$ cat src/rtl/pbpc_pkg.sv
// ----------------------------------------------------------------------------
// pbpc_pkg: shared types and constants for the point box and polygon crop
// Holds the register and action codes, the state type, the handshake
// structs between the modules and the reset values of bounds and vertices.
// ----------------------------------------------------------------------------
`default_nettype none

package pbpc_pkg;

    localparam int DEF_MAX_VERTICES = 16;
    localparam int DEF_COORD_BITS   = 24;
    localparam int NUM_REGS         = 8;
    localparam int REG_IDX_W        = 3;
    localparam int TARG_W           = 5;
    localparam int INTEN_W          = 16;
    localparam int POLY_SIZE_RST    = 4;
    localparam int MIN_POLY         = 3;

    typedef enum logic [REG_IDX_W-1:0] {
        REG_BOX_X_MIN  = 3'd0,
        REG_BOX_X_MAX  = 3'd1,
        REG_BOX_Y_MIN  = 3'd2,
        REG_BOX_Y_MAX  = 3'd3,
        REG_BOX_Z_MIN  = 3'd4,
        REG_BOX_Z_MAX  = 3'd5,
        REG_BAND_Z_MIN = 3'd6,
        REG_BAND_Z_MAX = 3'd7
    } pbpc_reg_t;

    typedef enum logic [1:0] {
        ACT_POINT  = 2'd0,
        ACT_VERTEX = 2'd1,
        ACT_SIZE   = 2'd2
    } pbpc_action_t;

    typedef enum logic [1:0] {
        ST_IDLE = 2'd0,
        ST_WALK = 2'd1,
        ST_DONE = 2'd2
    } pbpc_state_t;

    // Token that walks down the edge cells with the running crossing parity.
    typedef struct packed {
        logic valid;
        logic parity;
    } pbpc_token_t;

    // Outcome of the bound checks for the point at the input.
    typedef struct packed {
        logic box_ok;
        logic band_ok;
    } pbpc_chk_t;

    function automatic int bound_rst(input int idx);
        int v;
        v = 0;
        unique case (idx)
            0:       v = -20000;
            1:       v = 50000;
            2:       v = -30000;
            3:       v = 30000;
            4:       v = -3000;
            5:       v = 3000;
            6:       v = -10000;
            7:       v = 10000;
            default: v = 0;
        endcase
        return v;
    endfunction

    function automatic int vtx_x_rst(input int idx);
        int v;
        v = 0;
        unique case (idx)
            0:       v = 53;
            1:       v = 66;
            2:       v = -4925;
            3:       v = -4947;
            default: v = 0;
        endcase
        return v;
    endfunction

    function automatic int vtx_y_rst(input int idx);
        int v;
        v = 0;
        unique case (idx)
            0:       v = -1318;
            1:       v = 1330;
            2:       v = 1310;
            3:       v = -1040;
            default: v = 0;
        endcase
        return v;
    endfunction

endpackage

`default_nettype wire

$ cat src/rtl/pbpc_bounds.sv
// ----------------------------------------------------------------------------
// pbpc_bounds: bound registers and the box and band checks
// Holds the eight inclusive bounds written over the configuration channel
// and compares the incoming point against the box and the height band.
// ----------------------------------------------------------------------------
`default_nettype none

module pbpc_bounds #(
    parameter int COORD_BITS = pbpc_pkg::DEF_COORD_BITS
) (
    input  logic                                clk,
    input  logic                                rst_n,
    input  logic                                cfg_valid,
    output logic                                cfg_ready,
    input  logic [pbpc_pkg::REG_IDX_W-1:0]      cfg_index,
    input  logic [COORD_BITS-1:0]               cfg_data,
    input  logic signed [COORD_BITS-1:0]        pt_x,
    input  logic signed [COORD_BITS-1:0]        pt_y,
    input  logic signed [COORD_BITS-1:0]        pt_z,
    output pbpc_pkg::pbpc_chk_t                 chk
);
    import pbpc_pkg::*;

    logic signed [COORD_BITS-1:0] bound_reg [NUM_REGS];

    assign cfg_ready = 1'b1;

    always_ff @(posedge clk or negedge rst_n)
    begin
        if (!rst_n)
        begin
            for (int k = 0; k < NUM_REGS; k++)
            begin
                bound_reg[k] <= COORD_BITS'(bound_rst(k));
            end
        end
        else if (cfg_valid)
        begin
            bound_reg[cfg_index] <= cfg_data;
        end
    end

    assign chk.box_ok = (pt_x >= bound_reg[REG_BOX_X_MIN]) && (pt_x <= bound_reg[REG_BOX_X_MAX])
                     && (pt_y >= bound_reg[REG_BOX_Y_MIN]) && (pt_y <= bound_reg[REG_BOX_Y_MAX])
                     && (pt_z >= bound_reg[REG_BOX_Z_MIN]) && (pt_z <= bound_reg[REG_BOX_Z_MAX]);

    assign chk.band_ok = (pt_z >= bound_reg[REG_BAND_Z_MIN]) && (pt_z <= bound_reg[REG_BAND_Z_MAX]);

endmodule

`default_nettype wire

$ cat config.mk
export PLATFORM = sky130hd
export DESIGN_NAME = pbpc_bounds
export DESIGN_NICKNAME = d
export VERILOG_FILES = /design/src/rtl/pbpc_pkg.sv /design/src/rtl/pbpc_bounds.sv
export SDC_FILE = /design/constraint.sdc
export NUM_CORES = 1
export LEC_CHECK = 0
export BUFFER_PORTS_ARGS = -buffer_cell sky130_fd_sc_hd__buf_2
export CAP_MARGIN = 20
export CORE_ASPECT_RATIO = 1.5
export CORE_MARGIN = 2
export CORE_UTILIZATION = 60
export DETAILED_ROUTE_END_ITERATION = 8
export GPL_ROUTABILITY_DRIVEN = 0
export GPL_TIMING_DRIVEN = 0
export PLACE_DENSITY = 0.8
export SLEW_MARGIN = 20
export SYNTH_ARGS = -nofsm -noshare
export SYNTH_HDL_FRONTEND = slang
export SYNTH_SLANG_ARGS = --single-unit
$ cat constraint.sdc
create_clock -name clk -period 2.9 [get_ports clk]
set_clock_uncertainty 0.05 [all_clocks]
set_input_delay 0.145 -clock clk [delete_from_list [all_inputs] [get_ports clk]]
set_output_delay 0.145 -clock clk [all_outputs]
set_load 0.005 [all_outputs]
==> results.py <==
metrics = {
    "yosys": {
        "netlist_top_cells_count": "ha_1 (192), inv_1 (189), nand2_1 (119)",
        "avgSynthCellArea_sq_um": 9.92,
        "synth.most_common_cell": "ha_1",
        "synth_top_area_share_pct": 22.5,
        "ys.flop_type": "dfrtp_1",
        "syn_nets": 1493,
        "synth_warnings": 0,
        "synth_top_area_cell": "dfrtp_1",
        "synth-seq-cells": 192,
        "netlist_instances": 1199,
        "async_reset_ff_share_pct": 100,
        "seq_area_frac_synth_pct": 41.3,
        "syn_area_sq_mm": 0.0119,
        "synth_edf_count": 0,
        "synthTopCellsByArea": "dfrtp_1 (23%), ha_1 (20%), dfstp_2 (19%), mux2_2 (9.5%), inv_1 (6.0%)",
        "yosysUniqueCellTypes": 45,
    },
    "sta": {
        "max_freq_mhz": 306,
        "worst_slew_pin_slew_ns": 0.704,
        "slew_headroom_pct": 53.1,
        "rsz0062_at_grt": "true",
        "slew_violations": 0,
        "setup_viol": 2,
        "finalCriticalPeriod_ns": 3.27,
        "whs_ns": 0.0316,
        "finalCritPeriodShare_pct": 113,
        "fin_ws_ns": -0.365,
        "finalHoldViolCount": 0,
    },
    "finish": {
        "multi_input_area_sq_mm": 0.00628,
        "largest_reg_flops": 192,
        "area_growth_pct": 15.7,
        "layout-drive-gt1-share_pct": 25.4,
        "seq_area_sq_mm": 0.00491,
        "layoutNonFillerInstCount": 1618,
        "nets": 1639,
        "num_antenna_cells": 0,
        "final_core_util_pct": 70.1,
        "fill_cells": 1436,
    },
    "run_status": {
        "violations": "negative setup slack",
        "status": "complete, but fails checks",
    },
    "run": {
        "max-cap-violations": 0,
    },
    "route": {
        "avgRoutedWirePerCell_microns": 18.7,
        "firstDrtPassIters": 5,
        "ant_nets": 0,
        "vias": 9395,
        "viasPerCell": 5.81,
        "postRouteWirelength_microns": 30300,
        "drc": 0,
        "drt_iter0_markers": 538,
    },
    "worst_setup_path": {
        "cp_data_required_time_ns": 2.71,
        "arrival_ns": 3.07,
        "end_kind": "output port",
        "path_max_fanout": 4,
        "critical-path-top-delay-family": "compound AO/OA/AOI/OAI gates",
        "critPathKind": "register to output port",
        "cp_num_buf_inv": 2,
        "cp-start-kind": "register",
        "cpPeakStageDelay_ns": 0.43,
        "crit_path_cell_trace": "inv_1, ha_1, nand4_1, a21oi_1, a2111oi_2, nand3_1, xnor2_1, a22oi_1, and4b_1, buf_2",
        "cp_slowest_cell": "a2111oi_2",
    },
    "clock_tree": {
        "clk-insertion-delay-late_ns": 0.45,
        "clk_path_buf_depth": 2,
        "cts-buffers-inserted": 17,
        "cts_max_level": 4,
        "cts_tree": "yes",
        "ctsRootBufferMaster": "clkbuf_16",
        "cts_sinks": 192,
        "path_clk_slew_ns": 0.07,
    },
    "placement": {
        "place_ws_ns": -0.0414,
        "dp_hpwl_microns": 22800,
        "io_buffers": 99,
        "dp_cells": 1560,
    },
    "global_route": {
        "grt_overflow": 0,
        "grt_usage_pct": 29.4,
        "grt_max_degree": 79,
        "grt_pass1_wl_microns": 47400,
        "grt_antenna_before_repair": 0,
        "grt_pass1_vias": 9656,
    },
    "floorplan": {
        "fp.dieH_microns": 176,
        "ioPinCount": 105,
        "core_area_sq_mm": 0.0196,
        "initial_utilization_pct": 60.6,
        "die_area_sq_mm": 0.0210,
        "rows": 63,
        "die_w_microns": 119,
    },
    "pwr": {
        "total_power_mw": 8.75,
        "p_leak_nw": 6.71,
        "power.density_mw_per_mm2": 636,
        "irDropWorstVdd_mv": 0.397,
    },
    "hold_path": {
        "hold_class": "input port to register",
    },
}
layout make-up:
cell class | count | area share (%)
inverters | 189 | 5.16
repair buffers | 127 | 5.93
clock buffers | 19 | 3.22
multi-input cells | 785 | 45.7
plain buffers | 33 | 0.927
well taps | 260 | 2.36
flip-flops and latches | 192 | 35.7
clock inverters | 13 | 1.05
kinds of logic after synthesis:
group | count (synthesis) | synth area share, %
AO/OA/AOI/OAI | 249 | 12.1
AND/OR/NAND/NOR | 238 | 9.53
buffers and inverters | 222 | 7.03
adder cells (fa/ha/maj) | 192 | 20.2
flip-flops | 192 | 41.3
multiplexers | 102 | 9.63
XOR/XNOR | 3 | 0.221
other | 1 | 0.0315
per-layer routing:
layer / part of all wire (%) / GRT usage (%) / vias up
met4: 6.8 / 20.3 / 0
li1: - / - / 4439
met5: 0 / 0 / -
met2: 52 / 53.7 / 257
met1: 37 / 30.8 / 4578
met3: 3.7 / 4.49 / 121
cells in the final DEF, fill, tap and decap left out, types with 6 or more instances in the layout:
cell | netlist | layout
ha_1 | 192 | 187
inv_1 | 189 | 184
nand2_1 | 119 | 119
o21ai_0 | 112 | 111
dfrtp_1 | 107 | 107
mux2_2 | 100 | 100
buf_2 | 0 | 98
dfstp_2 | 85 | 85
a21oi_1 | 66 | 63
nand4_1 | 45 | 45
a21o_1 | 37 | 37
clkbuf_1 | 32 | 33
dlygate4sd3_1 | 0 | 24
nor2_1 | 22 | 22
clkbuf_16 | 0 | 17
nand3_1 | 15 | 15
nor2b_1 | 9 | 9
clkinv_2 | 0 | 8
o31ai_1 | 6 | 6
power breakdown:
group	internal, mW	leakage (nW)	total, mW	switching, mW
clock network	1.37	0.292	2.40	1.04
logic	1.21	4.23	2.68	1.48
registers	3.43	2.18	3.66	0.229
worst reg2reg max path, stage by stage (launching register included):
cell and delay (ns):
dfstp_2 0.53, inv_2 0.05, buf_4 0.12, o21ai_0 0.17
worst paths after layout:
path                                start        endpoint  slack, ns  cells after the start
min reg2reg                bound_reg[131]  bound_reg[131]       0.45                      2
max in group asynchronous           rst_n   bound_reg[44]       1.58                      4
min in group asynchronous           rst_n  bound_reg[155]       0.14                      2
max reg2reg                 bound_reg[91]   bound_reg[91]       1.91                      3
max                        bound_reg[119]          chk[1]      -0.37                     10
min                           cfg_data[0]  bound_reg[168]       0.03                      2
per-stage QoR:
stage               TNS [ns]  cell area [sq um]
floorplan                  0              11900
global placement     -173.11              12700
detailed placement   -0.0414              12800
CTS                   -0.598              13700
global route          -0.700              13800
finish                -0.527              13800
timing repair:
| action | in CTS | in global routing |
|---|---|---|
| endpoints found under the hold margin | 143 | 0 |
| hold buffers | 24 | 0 |
| setup buffers | 2 | 0 |
| endpoints found under the setup margin | 2 | 2 |
| cloned | 0 | 0 |
| gates resized for setup | 19 | 8 |
| pin swaps | 15 | 11 |
(Power assumes the default switching activity.)
