`src/rtl/pbpc_pkg.sv`:
```
// ----------------------------------------------------------------------------
// pbpc_pkg: shared types and constants for the point box and polygon crop
// Holds the register and action codes, the state type, the handshake
// structs between the modules and the reset values of bounds and vertices.
// ----------------------------------------------------------------------------
`default_nettype none

package pbpc_pkg;

    localparam int DEF_MAX_VERTICES = 16;
    localparam int DEF_COORD_BITS   = 24;
    localparam int NUM_REGS         = 8;
    localparam int REG_IDX_W        = 3;
    localparam int TARG_W           = 5;
    localparam int INTEN_W          = 16;
    localparam int POLY_SIZE_RST    = 4;
    localparam int MIN_POLY         = 3;

    typedef enum logic [REG_IDX_W-1:0] {
        REG_BOX_X_MIN  = 3'd0,
        REG_BOX_X_MAX  = 3'd1,
        REG_BOX_Y_MIN  = 3'd2,
        REG_BOX_Y_MAX  = 3'd3,
        REG_BOX_Z_MIN  = 3'd4,
        REG_BOX_Z_MAX  = 3'd5,
        REG_BAND_Z_MIN = 3'd6,
        REG_BAND_Z_MAX = 3'd7
    } pbpc_reg_t;

    typedef enum logic [1:0] {
        ACT_POINT  = 2'd0,
        ACT_VERTEX = 2'd1,
        ACT_SIZE   = 2'd2
    } pbpc_action_t;

    typedef enum logic [1:0] {
        ST_IDLE = 2'd0,
        ST_WALK = 2'd1,
        ST_DONE = 2'd2
    } pbpc_state_t;

    // Token that walks down the edge cells with the running crossing parity.
    typedef struct packed {
        logic valid;
        logic parity;
    } pbpc_token_t;

    // Outcome of the bound checks for the point at the input.
    typedef struct packed {
        logic box_ok;
        logic band_ok;
    } pbpc_chk_t;

    function automatic int bound_rst(input int idx);
        int v;
        v = 0;
        unique case (idx)
            0:       v = -20000;
            1:       v = 50000;
            2:       v = -30000;
            3:       v = 30000;
            4:       v = -3000;
            5:       v = 3000;
            6:       v = -10000;
            7:       v = 10000;
            default: v = 0;
        endcase
        return v;
    endfunction

    function automatic int vtx_x_rst(input int idx);
        int v;
        v = 0;
        unique case (idx)
            0:       v = 53;
            1:       v = 66;
            2:       v = -4925;
            3:       v = -4947;
            default: v = 0;
        endcase
        return v;
    endfunction

    function automatic int vtx_y_rst(input int idx);
        int v;
        v = 0;
        unique case (idx)
            0:       v = -1318;
            1:       v = 1330;
            2:       v = 1310;
            3:       v = -1040;
            default: v = 0;
        endcase
        return v;
    endfunction

endpackage

`default_nettype wire

```
`src/rtl/pbpc_edge_cell.sv`:
```
// ----------------------------------------------------------------------------
// pbpc_edge_cell: one polygon vertex and the crossing test of its edge
// Stores vertex IDX and tests the edge to the next vertex (or back to
// vertex 0 when this is the last active vertex) against the current point.
// ----------------------------------------------------------------------------
`default_nettype none

module pbpc_edge_cell #(
    parameter int IDX          = 0,
    parameter int MAX_VERTICES = pbpc_pkg::DEF_MAX_VERTICES,
    parameter int COORD_BITS   = pbpc_pkg::DEF_COORD_BITS,
    parameter int CNT_W        = $clog2(MAX_VERTICES + 1)
) (
    input  logic                                clk,
    input  logic                                rst_n,
    input  logic                                vtx_we,
    input  logic [pbpc_pkg::TARG_W-1:0]         vtx_slot,
    input  logic signed [COORD_BITS-1:0]        wr_x,
    input  logic signed [COORD_BITS-1:0]        wr_y,
    input  logic signed [COORD_BITS-1:0]        pt_x,
    input  logic signed [COORD_BITS-1:0]        pt_y,
    input  logic signed [COORD_BITS-1:0]        v0_x,
    input  logic signed [COORD_BITS-1:0]        v0_y,
    input  logic signed [COORD_BITS-1:0]        nxt_x,
    input  logic signed [COORD_BITS-1:0]        nxt_y,
    input  logic [CNT_W-1:0]                    poly_n,
    input  pbpc_pkg::pbpc_token_t               tok_in,
    output pbpc_pkg::pbpc_token_t               tok_out,
    output logic signed [COORD_BITS-1:0]        vx,
    output logic signed [COORD_BITS-1:0]        vy
);
    import pbpc_pkg::*;

    localparam int EW = COORD_BITS + 1;
    localparam int PW = 2 * EW;
    localparam logic signed [COORD_BITS-1:0] RST_X = COORD_BITS'(vtx_x_rst(IDX));
    localparam logic signed [COORD_BITS-1:0] RST_Y = COORD_BITS'(vtx_y_rst(IDX));

    logic signed [COORD_BITS-1:0] vx_reg;
    logic signed [COORD_BITS-1:0] vy_reg;
    logic signed [COORD_BITS-1:0] bx;
    logic signed [COORD_BITS-1:0] by;
    logic                         active;
    logic                         last;
    logic signed [EW-1:0]         dx;
    logic signed [EW-1:0]         dy;
    logic signed [EW-1:0]         ex;
    logic signed [EW-1:0]         ey;
    logic signed [PW-1:0]         lhs;
    logic signed [PW-1:0]         rhs;
    pbpc_token_t                  s1_tok_reg;
    logic                         s1_cross_reg;
    logic                         s1_dpos_reg;
    logic signed [PW-1:0]         s1_lhs_reg;
    logic signed [PW-1:0]         s1_rhs_reg;
    logic                         hit;
    pbpc_token_t                  tok_out_reg;

    always_ff @(posedge clk or negedge rst_n)
    begin
        if (!rst_n)
        begin
            vx_reg <= RST_X;
            vy_reg <= RST_Y;
        end
        else if (vtx_we && (32'(vtx_slot) == IDX))
        begin
            vx_reg <= wr_x;
            vy_reg <= wr_y;
        end
    end

    assign vx = vx_reg;
    assign vy = vy_reg;

    // The closing edge runs from the last active vertex back to vertex 0.
    assign active = 32'(poly_n) > IDX;
    assign last   = 32'(poly_n) == (IDX + 1);
    assign bx     = last ? v0_x : nxt_x;
    assign by     = last ? v0_y : nxt_y;

    // x < ax + (bx-ax)*(y-ay)/(by-ay), cross-multiplied with the sign of by-ay.
    assign dx  = EW'(pt_x) - EW'(vx_reg);
    assign dy  = EW'(by) - EW'(vy_reg);
    assign ex  = EW'(bx) - EW'(vx_reg);
    assign ey  = EW'(pt_y) - EW'(vy_reg);
    assign lhs = dx * dy;
    assign rhs = ex * ey;

    always_ff @(posedge clk or negedge rst_n)
    begin
        if (!rst_n)
        begin
            s1_tok_reg <= '0;
        end
        else
        begin
            s1_tok_reg <= tok_in;
        end
    end

    always_ff @(posedge clk)
    begin
        s1_cross_reg <= active && ((vy_reg > pt_y) != (by > pt_y));
        s1_dpos_reg  <= dy > EW'(0);
        s1_lhs_reg   <= lhs;
        s1_rhs_reg   <= rhs;
    end

    assign hit = s1_cross_reg &&
                 (s1_dpos_reg ? (s1_lhs_reg < s1_rhs_reg) : (s1_rhs_reg < s1_lhs_reg));

    always_ff @(posedge clk or negedge rst_n)
    begin
        if (!rst_n)
        begin
            tok_out_reg <= '0;
        end
        else
        begin
            tok_out_reg.valid  <= s1_tok_reg.valid;
            tok_out_reg.parity <= s1_tok_reg.parity ^ hit;
        end
    end

    assign tok_out = tok_out_reg;

endmodule

`default_nettype wire

```
`config.mk`:
```
export PLATFORM = sky130hd
export DESIGN_NAME = pbpc_edge_cell
export DESIGN_NICKNAME = d
export VERILOG_FILES = /design/src/rtl/pbpc_pkg.sv /design/src/rtl/pbpc_edge_cell.sv
export SDC_FILE = /design/constraint.sdc
export NUM_CORES = 2
export LEC_CHECK = 0
export BUFFER_PORTS_ARGS = -buffer_cell sky130_fd_sc_hd__buf_2
export CORE_UTILIZATION = 50
export DETAILED_ROUTE_END_ITERATION = 7
export GPL_TIMING_DRIVEN = 0
export PLACE_DENSITY = 0.77
export SETUP_SLACK_MARGIN = 0.3
export SYNTH_ARGS = -nofsm -noshare
export SYNTH_HDL_FRONTEND = slang
export SYNTH_SLANG_ARGS = --single-unit
```
`constraint.sdc`:
```
create_clock -name clk -period 17.7 [get_ports clk]
set_clock_uncertainty 0.15 [all_clocks]
set_input_delay 0.885 -clock clk [delete_from_list [all_inputs] [get_ports clk]]
set_output_delay 0.885 -clock clk [all_outputs]
set_load 0.01 [all_outputs]
```
==> metrics.cfg <==
[floorplanning]
fp.dieH_um=336.5
die_area_um2=113200
start_util_pct=50.48
io_pins=257
core_area_um2=110800
rows=122
die_x_um=336.5

[logic_synthesis]
synth_nets=8160
yosys_warnings=0
ys_types=71
syn_area_um2=55940
synth_top_area_share_pct=47.24
postSynthCellCount=6180
synth_edf_count=0
synth_top_area_cell=fa_1
synth_area_per_cell_um2=9.052
synthArstFlopShare_pct=33.77
ys_seq_area_share_pct=6.028
synth-main-ff-cell=dfxtp_1
ys_seq_elements=154
synth_area_leaders=fa_1, ha_1, inv_1

[finish]
final_common_cell=inv_1
nNetsFinal=8449
areaGrowthSynthToFinish_pct=7.542
most-common-layout-cells=inv_1, fa_1, nand2_1
layout-drive-gt1-share_pct=7.667
fill_cells=10310

[global_route]
gr-total-overflow=0
grt_start_max_net_pins=53
grt_pass1_wl_mm=299.4
antenna_found_initial=12
grt_pass1_vias=47020
grt.total_usage_pct=37.01

[critical_path]
path_common_cell=fa_1
crit_family=adder cells
cp.required_ps=17920
cp-end-kind=flop
crit_arrival_ps=14710
path_buf_inv=10
start_kind=input pin
slowest_stage=o311ai_0
path_max_fanout=10
slowest_delay_ps=980
crit_type=input pin to flop

[clocking]
cts_tree=yes
clock_latency_ps=480
post_cts_resized=0
clk_path_buf_depth=2
cts_inserted_buffers=17
clock-sinks=154
path_clk_slew_ps=70
ctsHtreeMaxLevel=4
post_cts_buffers=0
root_buffer=clkbuf_16
postCtsHoldBufs=0

[sta]
drv_slew=49
fin_crit_sh_pct=81.91
setup_viol=0
setup_tns_ps=0
timing.hold.ws_ps=208.8
relSlewSlack_pct=-4.351
max_freq_mhz=68.97
rsz0062_at_grt=false
tightest_slew_ps=1560
hold_viol=0
finalCriticalPeriod_ps=14500

[drt]
detail-route-antenna-nets=0
vias_per_cell=5.634
drt_iter0_markers=4473
remaining_drc_errors=0
dr.pass1.iters=8
via_count=44960
wl_per_cell_um=25.36
drt_wl_total_mm=202.4

[status]
violations=max-capacitance violations, max-slew violations
status=complete, but fails checks

[job]
maxCapViolCount=6

[hold_path]
hold_path.class=flop to flop

[placed_design]
gp_congestion=1.047
placement.io_buffers=256
dp_hpwl_mm=175.3

[Yosys cell counts (7+ instances only)]
master       n
o31ai_1      8
o21a_1      39
mux2_2      94
clkbuf_1   209
and2_1      96
o211ai_1     9
a21oi_1    153
dfrtp_1     29
nand2_1    818
nand4_1     35
o21bai_1    19
a31o_2       8
or4_1        8
o21ai_0    109
nor2_1     417
xor2_1      71
nor4_1       7
a211oi_1    19
dfxtp_1    102
a31oi_1     28
nand2b_1    69
and3_1      20
a21o_1     105
xnor2_1    150
nand3_1     34
a21boi_0    10
nor3_1      40
nor2b_1     98
or2_2       18
dfstp_2     23
fa_1      1320
ha_1       453
or3_1        8
inv_1     1466
[worst paths after layout]
| path | from | to | slack, ps | cells past startpoint |
|---|---|---|---|---|
| min reg2reg | s1_tok_reg[1]$_DFF_PN0_ | tok_out[1]$_DFF_PN0_ | 210 | 0 |
| min in group asynchronous | rst_n | tok_out[0]$_DFF_PN0_ | 360 | 1 |
| min | s1_tok_reg[1]$_DFF_PN0_ | tok_out[1]$_DFF_PN0_ | 210 | 0 |
| max in group asynchronous | rst_n | vx[16]$_DFFE_PN0P_ | 16450 | 1 |
| max | poly_n[1] | s1_lhs_reg[49]$_DFF_P_ | 3200 | 39 |
| max reg2reg | vx[2]$_DFFE_PN1P_ | s1_lhs_reg[49]$_DFF_P_ | 4500 | 37 |
[metal layers]
layer,GRT usage [%],vias to the layer above,share of wire [%]
met4,19.33,2,6.5
met1,48.34,22760,39
met5,0,-,0.0064
met2,57.11,2522,44
met3,9.151,572,11
li1,-,19100,-
[layout make-up]
cell class	instances	area (um^2)	area share [%]
antenna	10	25.02	0.04160
buffer	211	795.8	1.323
clock buffer	18	450.4	0.7488
clock inverter	14	130.1	0.2163
inverter	1466	5503	9.147
multi-input combinational	4349	46550	77.38
sequential	154	3372	5.605
tap	1488	1862	3.095
timing repair buffer	270	1468	2.440
[worst reg2reg max path: cells and delay by family, from the launching register on]
family / cells / cell delay [ps]
DFF: 1 / 720
buffers and inverters: 7 / 980
AOI/OAI and AO/OA: 16 / 5830
and+or+nand+nor: 5 / 1030
adders and majority gates: 9 / 4350
[stage by stage]
step / setup slack, ps / utilization [%] / std cells / area (um^2)
after global routing: 2726 / 54.26 / 7970 / 60130
after CTS: 3519 / 54.22 / 7970 / 60090
final: 3202 / 54.28 / 7980 / 60160
after detailed placement: 3046 / 53.69 / 7938 / 59500
after global placement: 1342 / 53.31 / 7924 / 59080
after floorplan: 6443 / - / 6180 / 55940
[cell families after synthesis]
kind of cell             synth area share, %
AO/OA/AOI/OAI                          6.706
XOR/XNOR                               3.489
adder cells (fa/ha/maj)                57.37
buffers and inverters                  11.25
flip-flops                             6.028
multiplexers                           2.000
AND/OR/NAND/NOR                        13.15
Power is not shown: default switching activity piles up to over one toggle a cycle in this logic, so the estimate is an artifact.
